**config.mk**
```make
export PLATFORM = sky130hd
export DESIGN_NAME = krsf_window
export DESIGN_NICKNAME = d
export VERILOG_FILES = /design/src/design/kuwahara_range_smoothing_filter_assert.svh /design/src/design/krsf_pkg.sv /design/src/design/krsf_divider.sv /design/src/design/krsf_window.sv
export SDC_FILE = /design/constraint.sdc
export NUM_CORES = 2
export LEC_CHECK = 0
export BUFFER_PORTS_ARGS = -buffer_cell sky130_fd_sc_hd__buf_4
export CORE_UTILIZATION = 50
export CTS_CLUSTER_SIZE = 16
export DETAILED_ROUTE_END_ITERATION = 10
export PLACE_DENSITY = 0.67
export SLEW_MARGIN = 40
export SYNTH_ARGS = -nofsm -noshare
export SYNTH_HDL_FRONTEND = slang
export SYNTH_SLANG_ARGS = --single-unit
```
**constraint.sdc**
```tcl
create_clock -name clock -period 17 [get_ports clock]
set_input_delay 1.7 -clock clock [delete_from_list [all_inputs] [get_ports clock]]
set_output_delay 1.7 -clock clock [all_outputs]
set_load 0.005 [all_outputs]
```
**src/design/kuwahara_range_smoothing_filter_assert.svh**
```systemverilog
// Assertion macros used by the filter's top module.
`ifndef KUWAHARA_RANGE_SMOOTHING_FILTER_ASSERT_SVH
`define KUWAHARA_RANGE_SMOOTHING_FILTER_ASSERT_SVH

// A condition implies a consequence in the same cycle.
`define KRSF_ASSERT_IMPLY(label, clk, rst, cond, cons, msg) \
   label: assert property (@(posedge clk) disable iff (rst) (cond) |-> (cons)) \
      else $error(msg);

// A condition implies a consequence in the next cycle.
`define KRSF_ASSERT_NEXT(label, clk, rst, cond, cons, msg) \
   label: assert property (@(posedge clk) disable iff (rst) (cond) |=> (cons)) \
      else $error(msg);

`endif

```
**src/design/krsf_pkg.sv**
```systemverilog
`timescale 1ns / 1ps
package krsf_pkg;
   localparam int MaxWidth     = 1024;
   localparam int MaxHalf      = 8;
   localparam int LineDepth    = 16384;
   localparam int PixW         = 24;
   localparam int CfgIdxW      = 2;
   localparam int CfgDataW     = 16;
   localparam logic [CfgIdxW-1:0] RegWidth  = 2'd0;
   localparam logic [CfgIdxW-1:0] RegHeight = 2'd1;
   localparam logic [CfgIdxW-1:0] RegWindow = 2'd2;
   localparam logic [10:0] ResetWidth  = 11'd640;
   localparam logic [15:0] ResetHeight = 16'd480;
   localparam logic [4:0]  ResetWindow = 5'd4;
   localparam logic InKindPixel = 1'b0;
   localparam logic InKindDrain = 1'b1;

   typedef struct packed {
      logic [7:0] red;
      logic [7:0] green;
      logic [7:0] blue;
   } pixel_type;

   // Start request to the window engine.
   typedef struct packed {
      logic        start;
      logic [15:0] x;
      logic [15:0] y;
      logic        last;
   } job_type;

   typedef struct packed {
      logic       done;
      pixel_type  pix;
      logic       last;
   } res_type;
endpackage

```
**src/design/krsf_divider.sv**
```systemverilog
`timescale 1ns / 1ps
// Restoring divider: one quotient bit per cycle. The quotient is known to fit in 8 bits.
module krsf_divider #(
   parameter int DividendW = 15,
   parameter int DivisorW  = 7
) (
   input  logic                 clock,
   input  logic                 reset,
   input  logic                 start,
   input  logic [DividendW-1:0] dividend,
   input  logic [DivisorW-1:0]  divisor,
   output logic                 done,
   output logic [7:0]           quotient
);
   import krsf_pkg::*;
   localparam int CntW = $clog2(DividendW);

   logic                 busy_ff, busy_in, done_ff, done_in;
   logic [CntW-1:0]      cnt_ff, cnt_in;
   logic [DividendW-1:0] quo_ff, quo_in;
   logic [DivisorW-1:0]  rem_ff, rem_in;
   logic [DivisorW-1:0]  dsr_ff, dsr_in;
   logic [DivisorW:0]    trial;
   logic [DivisorW:0]    diff;

   always_comb begin
      busy_in = busy_ff;
      done_in = 1'b0;
      cnt_in  = cnt_ff;
      quo_in  = quo_ff;
      rem_in  = rem_ff;
      dsr_in  = dsr_ff;
      trial   = {rem_ff, quo_ff[DividendW-1]};
      diff    = trial - {1'b0, dsr_ff};
      if (start) begin
         busy_in = 1'b1;
         cnt_in  = '0;
         quo_in  = dividend;
         rem_in  = '0;
         dsr_in  = divisor;
      end else if (busy_ff) begin
         if (trial >= {1'b0, dsr_ff}) begin
            rem_in = diff[DivisorW-1:0];
            quo_in = {quo_ff[DividendW-2:0], 1'b1};
         end else begin
            rem_in = trial[DivisorW-1:0];
            quo_in = {quo_ff[DividendW-2:0], 1'b0};
         end
         cnt_in = cnt_ff + CntW'(1);
         if (cnt_ff == CntW'(DividendW - 1)) begin
            busy_in = 1'b0;
            done_in = 1'b1;
         end
      end
   end

   always_ff @(posedge clock) begin
      if (reset) begin
         busy_ff <= 1'b0;
         done_ff <= 1'b0;
      end else begin
         busy_ff <= busy_in;
         done_ff <= done_in;
      end
      cnt_ff <= cnt_in;
      quo_ff <= quo_in;
      rem_ff <= rem_in;
      dsr_ff <= dsr_in;
   end

   assign done     = done_ff;
   assign quotient = quo_ff[7:0];
endmodule

```
**src/design/krsf_window.sv**
```systemverilog
`timescale 1ns / 1ps
// Walks the four quadrants of one output pixel through the line store,
// one read a cycle, then picks the winner and divides its sums.
module krsf_window #(
   parameter int MAX_WIDTH = krsf_pkg::MaxWidth,
   parameter int MAX_HALF  = krsf_pkg::MaxHalf,
   parameter int LINE_DEPTH = krsf_pkg::LineDepth
) (
   input  logic                          clock,
   input  logic                          reset,
   input  krsf_pkg::job_type             job,
   input  logic [$clog2(MAX_WIDTH+1)-1:0] eff_w,
   input  logic [15:0]                   eff_h,
   input  logic [$clog2(MAX_HALF+1)-1:0] eff_half,
   output logic [$clog2(LINE_DEPTH)-1:0] rd_addr,
   input  logic [krsf_pkg::PixW-1:0]     rd_data,
   output krsf_pkg::res_type             res
);
   import krsf_pkg::*;
   localparam int HW = $clog2(MAX_HALF+1);
   localparam int AW = $clog2(LINE_DEPTH);
   localparam int CW = $clog2(MAX_HALF*MAX_HALF+1);
   localparam int SW = 8 + CW;

   typedef enum logic [2:0] {S_IDLE, S_SCAN, S_LAST, S_PICK, S_DIV, S_WAIT} state_type;
   state_type state_ff;

   logic [1:0]    q_ff;
   logic [HW-1:0] dx_ff, dy_ff;
   logic          last_ff;
   logic [15:0]   x_ff, y_ff;
   logic          rd_v_ff;
   logic [1:0]    rq_ff;
   logic [SW-1:0] sum_ff [4][3];
   logic [7:0]    mx_ff [4][3], mn_ff [4][3];
   logic [CW-1:0] cnt_ff [4];
   logic [1:0]    best_ff;
   logic [1:0]    ch_ff;
   logic [7:0]    qv_ff [3];
   logic          dstart_ff;
   logic          ddone;
   logic [7:0]    dquo;

   logic signed [17:0] px, py;
   logic               inside_img;
   logic [31:0]        lin;
   logic [9:0]         spread [4];

   always_comb begin
      px = $signed({2'b0, x_ff}) + $signed({{(18-HW){1'b0}}, dx_ff});
      py = $signed({2'b0, y_ff}) + $signed({{(18-HW){1'b0}}, dy_ff});
      if (!q_ff[0]) px = px - $signed({{(18-HW){1'b0}}, eff_half});
      if (!q_ff[1]) py = py - $signed({{(18-HW){1'b0}}, eff_half});
      inside_img = (px >= 0) && (px < $signed({{(18-$bits(eff_w)){1'b0}}, eff_w}))
                   && (py >= 0) && (py < $signed({2'b0, eff_h}));
      lin = py[15:0] * {{(16-$bits(eff_w)){1'b0}}, eff_w} + {16'b0, px[15:0]};
      rd_addr = lin[AW-1:0];
      for (int q = 0; q < 4; q++) begin
         spread[q] = {2'b0, mx_ff[q][0] - mn_ff[q][0]} + {2'b0, mx_ff[q][1] - mn_ff[q][1]}
                     + {2'b0, mx_ff[q][2] - mn_ff[q][2]};
      end
   end

   krsf_divider #(.DividendW(SW), .DivisorW(CW)) u_div (
      .clock    (clock),
      .reset    (reset),
      .start    (dstart_ff),
      .dividend (sum_ff[best_ff][ch_ff]),
      .divisor  (cnt_ff[best_ff]),
      .done     (ddone),
      .quotient (dquo)
   );

   always_ff @(posedge clock) begin
      logic [7:0] v;
      logic [1:0] bq;
      logic [9:0] bs;
      if (reset) begin
         state_ff  <= S_IDLE;
         rd_v_ff   <= 1'b0;
         dstart_ff <= 1'b0;
         res.done  <= 1'b0;
      end else begin
         res.done  <= 1'b0;
         dstart_ff <= 1'b0;
         rd_v_ff   <= 1'b0;
         // Accumulate the word read last cycle.
         if (rd_v_ff) begin
            for (int c = 0; c < 3; c++) begin
               v = rd_data[16-8*c +: 8];
               sum_ff[rq_ff][c] <= sum_ff[rq_ff][c] + SW'(v);
               if (v > mx_ff[rq_ff][c]) mx_ff[rq_ff][c] <= v;
               if (v < mn_ff[rq_ff][c]) mn_ff[rq_ff][c] <= v;
            end
            cnt_ff[rq_ff] <= cnt_ff[rq_ff] + CW'(1);
         end
         unique case (state_ff)
            S_IDLE: begin
               if (job.start) begin
                  x_ff <= job.x; y_ff <= job.y; last_ff <= job.last;
                  q_ff <= 2'd0; dx_ff <= '0; dy_ff <= '0;
                  for (int q = 0; q < 4; q++) begin
                     cnt_ff[q] <= '0;
                     for (int c = 0; c < 3; c++) begin
                        sum_ff[q][c] <= '0; mx_ff[q][c] <= 8'd0; mn_ff[q][c] <= 8'd255;
                     end
                  end
                  state_ff <= S_SCAN;
               end
            end
            S_SCAN: begin
               rd_v_ff <= inside_img;
               rq_ff   <= q_ff;
               if (dx_ff == eff_half - HW'(1)) begin
                  dx_ff <= '0;
                  if (dy_ff == eff_half - HW'(1)) begin
                     dy_ff <= '0;
                     if (q_ff == 2'd3) state_ff <= S_LAST;
                     q_ff <= q_ff + 2'd1;
                  end else begin
                     dy_ff <= dy_ff + HW'(1);
                  end
               end else begin
                  dx_ff <= dx_ff + HW'(1);
               end
            end
            S_LAST: state_ff <= S_PICK;
            S_PICK: begin
               bq = 2'd3; bs = 10'd1023;
               for (int q = 0; q < 4; q++) begin
                  if (cnt_ff[q] != '0 && spread[q] < bs) begin
                     bs = spread[q]; bq = 2'(q);
                  end
               end
               best_ff   <= bq;
               ch_ff     <= 2'd0;
               dstart_ff <= 1'b1;
               state_ff  <= S_DIV;
            end
            S_DIV: begin
               if (ddone) begin
                  qv_ff[ch_ff] <= dquo;
                  if (ch_ff == 2'd2) begin
                     state_ff <= S_WAIT;
                  end else begin
                     ch_ff     <= ch_ff + 2'd1;
                     dstart_ff <= 1'b1;
                  end
               end
            end
            S_WAIT: begin
               res.done  <= 1'b1;
               res.pix   <= '{red: qv_ff[0], green: qv_ff[1], blue: qv_ff[2]};
               res.last  <= last_ff;
               state_ff  <= S_IDLE;
            end
            default: state_ff <= S_IDLE;
         endcase
      end
   end
endmodule

```
==> flow_summary.toml <==
[final_layout]
area_growth_pct = 11.0
fillerInstances = 6419
final_design_area_no_fill_um2 = 40600
drive_above_1_share_pct = 12.3
post-route-util_pct = 56.5
nNetsFinal = 4382

[setup_path]
max_stage_delay_ns = 0.69
cp_top_family = "adder cells"
worst_path_max_delay_cell = "xor2_1"
required_ns = 15.30
worst-setup-path-type = "flip-flop to primary output"
r2r-start = "mx_ff[1][16]"
reg2reg_to = "best_ff[1]"
ff2ff_setup_slack_ns = 8.13
crit_path_end_kind = "primary output"
ff2ff_path_depth = 37
crit_fanout = 9
cp.buffers_inverters = 4
crit_cells = 26
start_kind = "flip-flop"
crit_top_cell = "fa_1"
cp.arrival_ns = 8.84

[placement]
gp_congestion = 0.896
place_area_um2 = 38500
dp_hpwl_um = 70300
portBuffers = 130

[sta]
hold_violations = 0
period_minus_slack_ns = 10.54
worst_slew_pin_slew_ns = 0.872
slew_headroom_pct = 41.9
setup_violations = 0
fmaxAchievable_mhz = 94.8
period_share_pct = 62.0
rsz0062_at_grt = "false"
drv_slew = 0
finalSetupTns_ns = 0
finClkSkew_ns = 0.0261

[clocking]
clk_pin_slew_worst_paths_ns = 0.06
cts-hold-fix-buffers = 0
cts-root-buf = "clkbuf_16"
clk_latency_ns = 0.64
post_cts_buffers = 0
cts_sinks = 541
cts_tree = "built"
clockBufferDepth = 3
ctsResizeCount = 0
htreeDepth = 2
cts_made_buffers = 61

[grt]
grt_max_degree = 129
grt_pass1_vias = 27300
grt-ovfl-total = 0
antenna_found_initial = 4
grt_pass1_wl_um = 154000
grt_usage_pct = 26.6

[yosys]
async_reset_ff_share_pct = 0
ys.flop_type = "dfxtp_1"
ys_seq_area_share_pct = 32.9
yosysWarningCount = 0
syn_avg_cell_area_um2 = 9.52
ys_types = 72
synth_nets = 4351
syn_area_um2 = 36500
synth_edf_count = 120
syn_inst = 3838
synth_seq_cells = 541

[detailed_routing]
num_vias = 28000
post-route-drc-count = 0
dr.pass1.iters = 6
ant_nets = 0
routed_wirelength_um = 98400
wire_per_inst_um = 20.2
drt_iter0_markers = 2035
viasPerCell = 5.75

[power]
swShare_pct = 36.7
peakVddDrop_uv = 862
internal-power_mw = 4.29
power_switching_mw = 2.49
combPwrFrac_pct = 59.2
powerDensity_nw_per_um2 = 167
finalPower_mw = 6.78
power.clock.fraction_pct = 19.7
leakagePower_nw = 17.7
seq_power_share_pct = 21.0

[die]
num_rows = 98
core_area_um2 = 71900
dieArea_um2 = 74200
ios = 131
initial_core_util_pct = 50.9
die_y_um = 272
die_w_um = 272

[status]
status = "finished clean"

[hold_path]
hold_end = "res[5]"
hold_depth = 0
min-delay-start = "qv_ff[2][4]"
hp-class = "flip-flop to flip-flop"

[run]
drv_cap = 0
-- Yosys cell counts, drive strengths merged, types with 79 or more instances --
| cell type | count | area [um2] |
|---|---|---|
| mux4 | 152 | 3420 |
| nand2 | 375 | 1410 |
| inv | 400 | 1500 |
| a211oi | 107 | 803 |
| ha | 297 | 3720 |
| nor2 | 317 | 1190 |
| dfxtp | 421 | 8430 |
| clkbuf | 155 | 582 |
| fa | 125 | 2500 |
| xnor2 | 142 | 1260 |
| o21ai | 148 | 741 |
| a21oi | 362 | 1810 |
| edfxtp | 120 | 3600 |
| mux2i | 116 | 1160 |
| xor2 | 79 | 692 |
-- cells by family after synthesis --
kind of cell | after synthesis | synth area share (%)
adder cells (fa/ha/maj) | 422 | 17.0
XOR/XNOR | 227 | 5.71
flip-flops | 541 | 32.9
multiplexers | 277 | 12.8
AO/OA/AOI/OAI | 848 | 14.2
AND/OR/NAND/NOR | 927 | 11.2
buffers and inverters | 596 | 6.13
-- cell type report --
class / instances / area, um2 / share of cell area [%]
sequential: 541 / 12000 / 29.7
inverter: 401 / 1510 / 3.73
clock buffer: 81 / 1680 / 4.15
antenna: 3 / 7.51 / 0.0185
tap: 950 / 1190 / 2.93
timing repair buffer: 163 / 1290 / 3.18
clock inverter: 34 / 355 / 0.876
multi-input combinational: 2701 / 22500 / 55.4
-- metal layers --
metal / GRT usage [%] / vias up / wire [um]
li1: - / 13400 / -
met1: 35.4 / 13600 / 42400
met2: 43.6 / 854 / 46000
met3: 3.23 / 175 / 5800
met4: 11.4 / 4 / 4090
met5: 0 / - / 25
-- cell usage in the layout, fill, tap and decap left out, drive strengths merged, types with 11 or more instances in the layout --
master / n
fa: 125
or3: 16
a211oi: 107
and3: 35
nand2: 375
edfxtp: 120
clkinv: 20
and2: 42
xnor2: 142
a211o: 26
xor2: 79
ha: 297
nand2b: 24
mux2i: 116
a21boi: 13
clkbuf: 81
nor2b: 32
o21bai: 34
a21o: 66
inv: 402
nand3: 20
o211ai: 15
nand4: 18
o21a: 24
o32ai: 11
o21ai: 148
nor3: 18
dfxtp: 421
a21oi: 362
nor2: 317
mux4: 152
buf: 163
-- worst register-to-register path, delay by kind of cell (launching register included) --
kind	cells	cell delay [ns]
AOI/OAI and AO/OA	13	2.33
xor gates and xnor gates	1	0.31
adders and majority gates	7	2.28
buffers and inverters	5	0.37
DFF	1	0.33
muxes	2	0.70
and+or+nand+nor	9	2.26
-- power groups by stage --
stage	Clock [mW]	Combinational, mW	Sequential [mW]
CTS	1.36	4.08	1.43
global route	1.41	4.46	1.43
global placement	0	4.01	1.45
detailed placement	0	4.05	1.45
floorplan	0	2.81	1.41
finish	1.34	4.01	1.43
-- state kept, by name, indices dropped and copies added (netlist names), 2 cells and up, named ones only --
register	cells
rq_ff	2
u_div.rem_ff	7
y_ff	16
ch_ff	2
q_ff	2
dx_ff	4
best_ff	2
qv_ff	24
mx_ff	96
u_div.cnt_ff	4
dy_ff	4
x_ff	16
cnt_ff	28
u_div.dsr_ff	7
state_ff	3
res	26
u_div.quo_ff	15
mn_ff	96
sum_ff	180
-- how the worst max path moves through the flow --
stage | startpoint | end | slack (ns)
after CTS | dy_ff[0] | rd_addr[13] | 6.43
after global routing | dy_ff[0] | rd_addr[13] | 6.07
final | dy_ff[0] | rd_addr[13] | 6.46
after floorplan | eff_half[2] | rd_addr[13] | 7.45
after detailed placement | eff_half[0] | rd_addr[13] | 6.61
after global placement | eff_half[0] | rd_addr[13] | 6.67
-- metrics by stage --
stage	hold slack, ns	std cells	worst slack (ns)
after floorplan	0.400	3838	7.45
after global placement	0.402	4754	6.67
after detailed placement	0.405	4756	6.61
after CTS	0.419	4871	6.43
after global routing	0.426	4873	6.07
final	0.417	4874	6.46
Note: power is estimated with default switching activity, not from simulation.
